$ cat config.mk
export PLATFORM = sky130hd
export DESIGN_NAME = sorted_list_engine
export DESIGN_NICKNAME = d
export VERILOG_FILES = /design/src/rtl/sle_pkg.sv /design/src/rtl/sle_cell.sv /design/src/rtl/sle_locate.sv /design/src/rtl/sorted_list_engine.sv
export SDC_FILE = /design/constraint.sdc
export NUM_CORES = 2
export LEC_CHECK = 0
export ABC_AREA = 1
export BUFFER_PORTS_ARGS = -buffer_cell sky130_fd_sc_hd__buf_2
export CAP_MARGIN = 25
export CORE_AREA = 2 2 280 282
export CTS_BUF_LIST = sky130_fd_sc_hd__clkbuf_16
export DETAILED_ROUTE_END_ITERATION = 8
export DIE_AREA = 0 0 282 284
export GPL_TIMING_DRIVEN = 0
export HOLD_SLACK_MARGIN = 0.15
export PLACE_DENSITY = 0.68
export SETUP_SLACK_MARGIN = 0.05
export SLEW_MARGIN = 20
export SYNTH_ARGS = -nofsm -noshare
export SYNTH_HDL_FRONTEND = slang
export SYNTH_SLANG_ARGS = --single-unit
export TNS_END_PERCENT = 10
$ cat constraint.sdc
create_clock -name clk -period 6.94 [get_ports clk]
set_clock_uncertainty 0.05 [all_clocks]
set_input_delay 0.347 -clock clk [delete_from_list [all_inputs] [get_ports clk]]
set_output_delay 0.347 -clock clk [all_outputs]
set_load 0.02 [all_outputs]
$ cat src/rtl/sle_pkg.sv
`default_nettype none

package sle_pkg;

    localparam int VALUE_W = 32;
    localparam int OP_W    = 3;
    localparam int POS_W   = 4;
    localparam int CNT_W   = 5;
    localparam int IN_W    = 40;
    localparam int OUT_W   = 16;

    typedef logic signed [VALUE_W-1:0] value_t;

    typedef enum logic [OP_W-1:0] {
        OP_INSERT     = 3'd0,
        OP_PUSH_FRONT = 3'd1,
        OP_PUSH_BACK  = 3'd2,
        OP_POP_FRONT  = 3'd3,
        OP_POP_BACK   = 3'd4,
        OP_FIND       = 3'd5
    } op_t;

    typedef enum logic [1:0] {
        STATUS_OK        = 2'd0,
        STATUS_FULL      = 2'd1,
        STATUS_EMPTY     = 2'd2,
        STATUS_NOT_FOUND = 2'd3
    } status_t;

    typedef struct packed {
        logic load;
        logic shift_up;
        logic shift_down;
    } cell_ctl_t;

endpackage

`default_nettype wire

$ cat src/rtl/sle_cell.sv
`default_nettype none

module sle_cell
    import sle_pkg::*;
(
    input  wire             clk,
    input  wire             cmp_en,
    input  wire value_t     cmp_value,
    input  wire value_t     load_value,
    input  wire value_t     left_entry,
    input  wire value_t     right_entry,
    input  wire cell_ctl_t  ctl,
    output value_t          entry,
    output logic            gt,
    output logic            eq
);

    value_t entry_reg;
    logic   gt_reg;
    logic   eq_reg;

    always_ff @(posedge clk)
    begin
        if (cmp_en)
        begin
            gt_reg <= entry_reg > cmp_value;
            eq_reg <= entry_reg == cmp_value;
        end
        priority if (ctl.load)
        begin
            entry_reg <= load_value;
        end
        else if (ctl.shift_up)
        begin
            entry_reg <= left_entry;
        end
        else if (ctl.shift_down)
        begin
            entry_reg <= right_entry;
        end
    end

    assign entry = entry_reg;
    assign gt    = gt_reg;
    assign eq    = eq_reg;

endmodule

`default_nettype wire

$ cat src/rtl/sle_locate.sv
`default_nettype none

module sle_locate
    import sle_pkg::*;
#(
    parameter int DEPTH = 16,
    parameter int IW    = 4
)
(
    input  wire  [DEPTH-1:0] hit,
    output logic [DEPTH-1:0] at_or_after,
    output logic [DEPTH-1:0] first,
    output logic [IW-1:0]    first_idx,
    output logic             any_hit
);

    localparam int LV = $clog2(DEPTH);

    logic [DEPTH-1:0] pre [LV+1];

    assign pre[0] = hit;

    // log-depth prefix or along the chain
    for (genvar l = 0; l < LV; l++)
    begin : g_prefix
        assign pre[l+1] = pre[l] | (pre[l] << (2 ** l));
    end

    assign at_or_after = pre[LV];
    assign first       = hit & ~(pre[LV] << 1);
    assign any_hit     = pre[LV][DEPTH-1];

    always_comb
    begin
        first_idx = '0;
        for (int i = 0; i < DEPTH; i++)
        begin
            if (first[i])
            begin
                first_idx = first_idx | IW'(i);
            end
        end
    end

endmodule

`default_nettype wire

$ cat src/rtl/sorted_list_engine.sv
// channel | dir | tdata fields (low bit first)                  | tuser
// s_      | in  | operation[2:0], value[34:3], zero pad [39:35]   | none
// m_      | out | status[1:0], position[5:2], entry_count[10:6]  | none
// each word passes through ST_IDLE and ST_EXEC: the accept edge latches the
// word and every cell registers its compare flags, then ST_EXEC shifts the
// cell chain and loads the result register; a stalled result holds the
// chain in ST_EXEC. reset clears the count and the handshake state only, the
// cell contents need no clearing.
`default_nettype none

module sorted_list_engine
    import sle_pkg::*;
#(
    parameter int DEPTH = 16
)
(
    input  wire              clk,
    input  wire              rst_n,
    input  wire              s_tvalid,
    output logic             s_tready,
    input  wire  [IN_W-1:0]  s_tdata,   // operation, value
    output logic             m_tvalid,
    input  wire              m_tready,
    output logic [OUT_W-1:0] m_tdata    // status, position, entry_count
);

    localparam int IW = $clog2(DEPTH);
    localparam int CW = $clog2(DEPTH + 1);

    typedef enum logic {
        ST_IDLE,
        ST_EXEC
    } state_t;

    state_t            state_reg;
    op_t               op_reg;
    value_t            value_reg;
    logic [CW-1:0]     count_reg;
    logic [CW-1:0]     count_next;
    logic              m_tvalid_reg;
    status_t           status_reg;
    status_t           status_next;
    logic [POS_W-1:0]  position_reg;
    logic [POS_W-1:0]  position_next;
    logic [CNT_W-1:0]  entry_count_reg;

    value_t            entry_w [DEPTH];
    logic [DEPTH-1:0]  gt_w;
    logic [DEPTH-1:0]  eq_w;
    logic [DEPTH-1:0]  hit;
    logic [DEPTH-1:0]  at_or_after;
    logic [DEPTH-1:0]  first;
    logic [IW-1:0]     first_idx;
    logic              any_hit;
    cell_ctl_t         ctl [DEPTH];

    logic              accept;
    logic              exec_fire;
    logic              is_full;
    logic              is_empty;
    logic              apply_ins;
    logic              apply_popf;
    logic [IW+POS_W-1:0] idx_ext;
    logic [CW+CNT_W-1:0] cnt_ext;

    assign s_tready  = (state_reg == ST_IDLE);
    assign accept    = s_tvalid && s_tready;
    assign exec_fire = (state_reg == ST_EXEC) && (!m_tvalid_reg || m_tready);
    assign is_full   = (count_reg == CW'(DEPTH));
    assign is_empty  = (count_reg == '0);

    always_comb
    begin
        for (int i = 0; i < DEPTH; i++)
        begin
            unique case (op_reg)
                OP_INSERT:     hit[i] = (gt_w[i] && (CW'(i) < count_reg))
                                        || (CW'(i) == count_reg);
                OP_PUSH_FRONT: hit[i] = (i == 0);
                OP_PUSH_BACK:  hit[i] = (CW'(i) == count_reg);
                OP_FIND:       hit[i] = eq_w[i] && (CW'(i) < count_reg);
                default:       hit[i] = 1'b0;
            endcase
        end
    end

    sle_locate #(
        .DEPTH (DEPTH),
        .IW    (IW)
    ) u_locate (
        .hit         (hit),
        .at_or_after (at_or_after),
        .first       (first),
        .first_idx   (first_idx),
        .any_hit     (any_hit)
    );

    assign apply_ins  = exec_fire && !is_full
                        && (op_reg == OP_INSERT || op_reg == OP_PUSH_FRONT
                            || op_reg == OP_PUSH_BACK);
    assign apply_popf = exec_fire && !is_empty && (op_reg == OP_POP_FRONT);

    always_comb
    begin
        for (int i = 0; i < DEPTH; i++)
        begin
            ctl[i].load       = apply_ins && first[i];
            ctl[i].shift_up   = apply_ins && at_or_after[i] && !first[i];
            ctl[i].shift_down = apply_popf;
        end
    end

    for (genvar i = 0; i < DEPTH; i++)
    begin : g_cell
        value_t left_w;
        value_t right_w;

        if (i == 0)
        begin : g_head
            assign left_w = value_reg;
        end
        else
        begin : g_body
            assign left_w = entry_w[i-1];
        end

        if (i == DEPTH - 1)
        begin : g_tail
            assign right_w = entry_w[i];
        end
        else
        begin : g_inner
            assign right_w = entry_w[i+1];
        end

        sle_cell u_cell (
            .clk         (clk),
            .cmp_en      (accept),
            .cmp_value   (value_t'(s_tdata[OP_W +: VALUE_W])),
            .load_value  (value_reg),
            .left_entry  (left_w),
            .right_entry (right_w),
            .ctl         (ctl[i]),
            .entry       (entry_w[i]),
            .gt          (gt_w[i]),
            .eq          (eq_w[i])
        );
    end

    assign idx_ext = (IW+POS_W)'(first_idx);

    always_comb
    begin
        status_next   = STATUS_OK;
        position_next = '0;
        count_next    = count_reg;
        unique case (op_reg)
            OP_INSERT, OP_PUSH_FRONT, OP_PUSH_BACK:
            begin
                if (is_full)
                begin
                    status_next = STATUS_FULL;
                end
                else
                begin
                    position_next = idx_ext[POS_W-1:0];
                    count_next    = count_reg + CW'(1);
                end
            end
            OP_POP_FRONT, OP_POP_BACK:
            begin
                if (is_empty)
                begin
                    status_next = STATUS_EMPTY;
                end
                else
                begin
                    count_next = count_reg - CW'(1);
                end
            end
            OP_FIND:
            begin
                if (any_hit)
                begin
                    position_next = idx_ext[POS_W-1:0];
                end
                else
                begin
                    status_next = STATUS_NOT_FOUND;
                end
            end
            default:
            begin
                status_next = STATUS_OK;
            end
        endcase
    end

    assign cnt_ext = (CW+CNT_W)'(count_next);

    always_ff @(posedge clk or negedge rst_n)
    begin
        if (!rst_n)
        begin
            state_reg    <= ST_IDLE;
            count_reg    <= '0;
            m_tvalid_reg <= 1'b0;
        end
        else
        begin
            if (m_tvalid_reg && m_tready && !exec_fire)
            begin
                m_tvalid_reg <= 1'b0;
            end
            unique case (state_reg)
                ST_IDLE:
                begin
                    if (accept)
                    begin
                        op_reg    <= op_t'(s_tdata[OP_W-1:0]);
                        value_reg <= value_t'(s_tdata[OP_W +: VALUE_W]);
                        state_reg <= ST_EXEC;
                    end
                end
                ST_EXEC:
                begin
                    if (exec_fire)
                    begin
                        count_reg       <= count_next;
                        status_reg      <= status_next;
                        position_reg    <= position_next;
                        entry_count_reg <= cnt_ext[CNT_W-1:0];
                        m_tvalid_reg    <= 1'b1;
                        state_reg       <= ST_IDLE;
                    end
                end
                default:
                begin
                    state_reg <= ST_IDLE;
                end
            endcase
        end
    end

    assign m_tvalid = m_tvalid_reg;
    assign m_tdata  = {{(OUT_W-2-POS_W-CNT_W){1'b0}}, entry_count_reg, position_reg,
                       status_reg};

endmodule

`default_nettype wire

## Word-level counts from Yosys, hierarchy flattened

Cells that the tools add are included.

| storage, ports and cells | value |
|---|---|
| register bits | 597 |
| bits in latches | 0 |
| RAM bits | 0 |
| memory bits (read-only) | 0 |
| output and inout port bits | 18 |
| memories | 0 |

| cells by class | value |
|---|---|
| add/sub/neg operators | 2 |
| $mul | 0 |
| divide/modulo/power cells | 0 |
| order comparisons | 32 |
| eq/ne operators | 37 |
| shift-type cells | 0 |
| mux-type cells | 94 |
| bitwise operators | 7 |
| reduce and logical (&&, ||, !) cells | 150 |

Operators with widths:

| operator | number |
|---|---|
| 32-bit two-way mux | 47 |
| 32-bit equality test | 16 |
| 32-bit > comparator | 16 |
| 1-bit logical AND | 88 |
| 16-bit bitwise OR | 4 |
| 1-bit one-hot mux with 3 select lines | 15 |
| 3-bit nonzero test | 15 |
| 4-bit by 5-bit equality test with 1-bit output (first input constant) | 8 |
| 4-bit by 5-bit < comparator with 1-bit output (first input constant) | 8 |
| 4-bit two-way mux | 10 |
| 3-bit by 5-bit equality test with 1-bit output (first input constant) | 4 |
| 1-bit zero test | 20 |
| 3-bit by 5-bit < comparator with 1-bit output (first input constant) | 4 |
| 1-bit logical OR | 19 |
| 16-bit AND | 1 |
| 16-bit inverter | 1 |
| 3-bit two-way mux | 4 |
| 2-bit by 5-bit equality test with 1-bit output (first input constant) | 2 |
| 1-bit by 5-bit < comparator with 1-bit output (first input constant) | 2 |
| 2-bit by 5-bit < comparator with 1-bit output (first input constant) | 2 |
| 5-bit two-way mux | 2 |
| 5-bit one-hot mux with 2 select lines | 1 |
| 2-bit two-way mux | 4 |
| 4-bit one-hot mux with 2 select lines | 1 |
| other kinds (19) | 28 |

## Logic depth before layout (Yosys ltp)

| logic depth | value |
|---|---|
| word-level depth | 27 |
| gate-level depth with buffers | 19 |
| depth with buffers taken out | 18 |

## Hierarchy

From an unflattened synthesis, not the netlist that was laid out.

| second synthesis, totals | value |
|---|---|
| cell total of the unflattened synthesis | 5672 |
| area total of the unflattened synthesis | 43794.5 um2 |

Modules (own cells, without submodules):

| module | times used | cells each | area an instance (um2) | sequential area each (um2) |
|---|---|---|---|---|
| sle_cell | 16 | 325 | 2524.9 | 1021.0 |
| sorted_list_engine | 1 | 368 | 2929.1 | 1556.5 |
| sle_locate | 1 | 104 | 466.7 | 0.0 |

## Least setup slack after synthesis

OpenSTA, ideal clock, no wires.

| timing | value |
|---|---|
| path kind | reg2reg |
| start | register count_reg[0] |
| end | register g_cell[7].u_cell.entry_reg[0], enable pin |
| library setup time | 0.466 ns |
| arrival | 3.942 ns |
| setup slack | 2.482 ns |
| stages on the path, launching flop included | 13 |
| cells stage by stage | dfrtp_1 > inv_1 > ha_1 > inv_1 > nor2_1 > nand2_1 > nand2_1 > nand2_1 > nand2_2 > nor2_4 > nand2_1 > nor2_2 > o21ai_0 |

| between the ends | value |
|---|---|
| word-level cells in the longest chain between the ends | 13 |
| elaborated cells between the ends (all ways) | 66 |

Ends and longest elaborated chain:

| element | RTL line | text |
|---|---|---|
| from (decl) | sorted_list_engine.sv:38 | `logic [CW-1:0] count_reg;` |
| from (signal assigned) | sorted_list_engine.sv:229 | `count_reg <= count_next;` |
| 1-bit by 5-bit < comparator with 1-bit output (tied with other cells) | sorted_list_engine.sv:77, sorted_list_engine.sv:81 |  |
| 1-bit logical AND | sorted_list_engine.sv:77 | `OP_INSERT: hit[i] = (gt_w[i] && (CW'(i) < count_reg))` |
| 1-bit logical OR | sorted_list_engine.sv:78 | `\|\| (CW'(i) == count_reg);` |
| 1-bit one-hot mux with 4 select lines / 1-bit one-hot mux with 3 select lines (equally long branches) | sorted_list_engine.sv:76 | `unique case (op_reg)` |
| 16-bit bitwise OR (4 in a row) | sle_locate.sv:26 | `assign pre[l+1] = pre[l] \| (pre[l] << (2 ** l));` |
| 16-bit inverter | sle_locate.sv:30 | `assign first = hit & ~(pre[LV] << 1);` |
| 16-bit AND | sle_locate.sv:30 |  |
| 1-bit zero test | sorted_list_engine.sv:108 | `ctl[i].shift_up = apply_ins && at_or_after[i] && !first[i];` |
| 1-bit logical AND | sorted_list_engine.sv:108 |  |
| 3-bit nonzero test (no source line) (*) | n/a |  |
| to (signal assigned) | sle_cell.sv:31 | `entry_reg <= load_value;` |
| to (signal assigned) | sle_cell.sv:35 | `entry_reg <= left_entry;` |
| to (signal assigned) | sle_cell.sv:39 | `entry_reg <= right_entry;` |
| to (decl) | sle_cell.sv:18 | `value_t entry_reg;` |

Every way passes the cells marked *; elsewhere a longest branch is shown, timed or not.
A chain may end at the register's enable or synchronous reset.

## Worst setup path in the final report

| timing | value |
|---|---|
| start | register count_reg[0] |
| end | register g_cell[4].u_cell.entry_reg[8], enable pin |

| between the ends | value |
|---|---|
| word-level cells in the longest chain between the ends | 13 |
| elaborated cells between the ends (all ways) | 48 |

Ends and longest elaborated chain:

| element | RTL line |
|---|---|
| 1-bit by 5-bit < comparator with 1-bit output / 2-bit by 5-bit < comparator with 1-bit output (equally long branches) | sorted_list_engine.sv:77, sorted_list_engine.sv:81 |
| 1-bit logical AND | sorted_list_engine.sv:77 |
| 1-bit logical OR | sorted_list_engine.sv:78 |
| 1-bit one-hot mux with 4 select lines / 1-bit one-hot mux with 3 select lines (equally long branches) | sorted_list_engine.sv:76 |
| 16-bit bitwise OR (4 in a row) | sle_locate.sv:26 |
| 16-bit inverter | sle_locate.sv:30 |
| 16-bit AND | sle_locate.sv:30 |
| 1-bit zero test | sorted_list_engine.sv:108 |
| 1-bit logical AND | sorted_list_engine.sv:108 |
| 3-bit nonzero test (no source line) (*) | n/a |
| to (signal assigned) | sle_cell.sv:31 |
| to (signal assigned) | sle_cell.sv:35 |
| to (signal assigned) | sle_cell.sv:39 |
| to (decl) | sle_cell.sv:18 |

Marks and branches as above.

==> results.cfg <==
[place]
portBuffers = 51
dpl.cell_count = 6098
place_worst_setup_slack_ns = 2.51
placed_cell_area_um2 = 43900
hpwl_um = 117000
gp_congestion = 0.962

[worst_setup_path]
reg2reg_to = g_cell[4].u_cell.entry[8]
startpoint = count_reg[0]
r2r_cells = 10
r2r-start = count_reg[0]
endpoint = g_cell[4].u_cell.entry[8]
cp-start-kind = register
cp.required_ns = 7.05
r2r_slack_ns = 2.42
critPathKind = register to register
end_kind = register
cp_max_fo = 32
worstPathArrival_ns = 4.64

[die]
die_h_um = 284
coreArea_um2 = 77000
start_util_pct = 54.8
rows = 102
die_w_um = 282
dieArea_um2 = 80100
io_pins = 62

[pwr]
vdd_drop_max_uv = 236
clkPwrFrac_pct = 31.0
combPwrFrac_pct = 29.1
power_density_nw_per_um2 = 265
netSwitchingFraction_pct = 35.7
p_leak_nw = 21.0
finalPower_mw = 12.3
intPower_mw = 7.93
seqPwrFrac_pct = 39.9
switchingPower_mw = 4.40

[synthesis]
yosys.area.top_type = edfxtp_1
yosys-top-cells-area = edfxtp_1 42%, ha_1 15%, nand2_1 11%
synth_simple_gate_area_share_pct = 21.1
ys_warn_count = 0
synth_cell_types = 48
synth_async_sr_flop_share_pct = 1.17
synth_common_cells = 1224 x nand2_1, 590 x edfxtp_1, 517 x ha_1
synth_compound_area_share_pct = 13.8
ys_seq_area_share_pct = 42.5
synth_edf_count = 590
syn_inst = 4999
synth_mux_area_share_pct = 0
yosys.area_share.adder_pct = 15.3
synth-seq-cells = 597
synth-main-ff-cell = edfxtp_1
avgSynthCellArea_um2 = 8.43
synthMostInstantiatedCell = nand2_1
netlist.area_leader.share_pct = 42.0
syn_area_um2 = 42100
synthXorXnorAreaFrac_pct = 0.0416
synth_top_family_by_area = simple AND/OR/NAND/NOR gates

[worst_hold_path]
min-delay-path-class = primary input to register
hold_start = s_tdata[3]

[sta]
setup_viol = 0
final.setup.worst_slack_ns = 2.42
final_max_slew_viol_count = 0
whs_ns = 0.261
tns_ns = 0
max_slew_margin_pct = 22.0
worst_pin_slew_ns = 1.16
min_period_ns = 4.52
timing.fmax_mhz = 221
fin_crit_sh_pct = 65.2
finalHoldViolCount = 0
grt_setup_unrepaired = false

[route]
viasPerCell = 6.03
drcViolationCount = 0
vias = 37818
firstDrtPassIters = 6
drt_iter0_drc = 4586
wl_per_cell_um = 22.7
wirelength_um = 142000
ant_nets = 0

[clocking]
clockBufferDepth = 3
insertion_delay_ns = 0.64
clockRootBuffer = clkbuf_16
h-tree-depth = 3
ctsResizeCount = 0
tritoncts = yes
cts_made_buffers = 72
cts.sinks = 597
cts.clk_slew.worst_paths_ns = 0.06

[global_routing]
antenna_found_initial = 0
grt_pass1_wl_um = 210000
gr-usage-all-layers_pct = 35.2
grt_pass1_vias = 36013
grt_max_degree = 33
overflow = 0

[finish]
largest_reg_flops = 512
drive_gt1_share_pct = 6.54
final_util_pct = 60.5
num-nets-final = 5731
syn2layout_area_growth_pct = 10.5
finalNonFillerCells = 6269
finalInstanceArea_um2 = 46600

[run_status]
status = completed

[job]
cap_violations = 0
layout make-up:
class	instances	area, µm²
Multi-Input combinational cell	3643	21300
Clock buffer	75	1880
Tap cell	1040	1300
Timing Repair Buffer	93	723
Sequential cell	597	17900
Fill cell	6904	30400
Buffer	237	1070
Inverter	526	1970
Antenna cell	2	5.00
Clock inverter	56	443
worst max-delay path, cell delays in order (launching register included):
cell     delay (ns)
dfrtp_1        0.54
inv_1          0.26
ha_1           0.31
nand3_1        0.19
nor2_1         0.09
a21oi_1        0.29
nand4_1        0.37
o21ai_0        0.68
buf_2          0.37
buf_2          0.35
nand2_2        0.53
how the worst min path moves through the flow:
| stage | to | slack (ns) | depth (start not counted) |
|---|---|---|---|
| floorplan | count_reg[0] | 0.001 | 0 |
| global placement | m_tvalid | 0.14 | 1 |
| detailed placement | m_tvalid | 0.15 | 1 |
| CTS | g_cell[0].left_w[0] | 0.20 | 1 |
| global route | g_cell[0].left_w[0] | 0.24 | 1 |
| finish | g_cell[0].left_w[0] | 0.26 | 1 |
per-layer routing:
layer / vias to the layer above / GRT usage, % / routed length (µm)
met3: 323 / 4.74 / 13600
met2: 1862 / 56.5 / 64300
met1: 17691 / 47.0 / 56600
li1: 17942 / - / -
met5: - / 0 / 0
met4: 0 / 17.1 / 7500
layout by cell type, fill, tap and decap left out, drive strengths merged, types with 130 or more instances in the layout:
master / Yosys / layout
o211ai: 130 / 130
inv: 526 / 540
nand3: 434 / 434
nor2: 278 / 278
clkbuf: 118 / 193
buf: 119 / 174
edfxtp: 590 / 590
nand2: 1231 / 1231
a21oi: 250 / 250
o21ai: 439 / 439
ha: 517 / 517
power by group through the flow:
stage                     combinational [mW]  clock (mW)  sequential (mW)
after detailed placement                3.48           0             4.98
after global routing                    4.01        3.94             4.96
final                                   3.59        3.82             4.92
after global placement                  3.36           0             4.98
after CTS                               3.52        3.82             4.91
after floorplan                         2.47           0             4.87
cells by family (layout without fill, tap and decap cells):
| kind of cell | count (synthesis) | count (layout) |
|---|---|---|
| DFF | 597 | 597 |
| other | 1 | 7 |
| AOI/OAI and AO/OA | 1032 | 1032 |
| adders and majority gates | 517 | 517 |
| buffers and inverters | 763 | 987 |
| xor gates and xnor gates | 2 | 2 |
| and+or+nand+nor | 2087 | 2087 |
what timing repair did:
item / CTS / global route
setup endpoints to repair: 0 / 0
hold endpoints to repair: 43 / 0
hold buffers: 38 / 0
buffers inserted: 0 / 0
(Power assumes the default switching activity.)
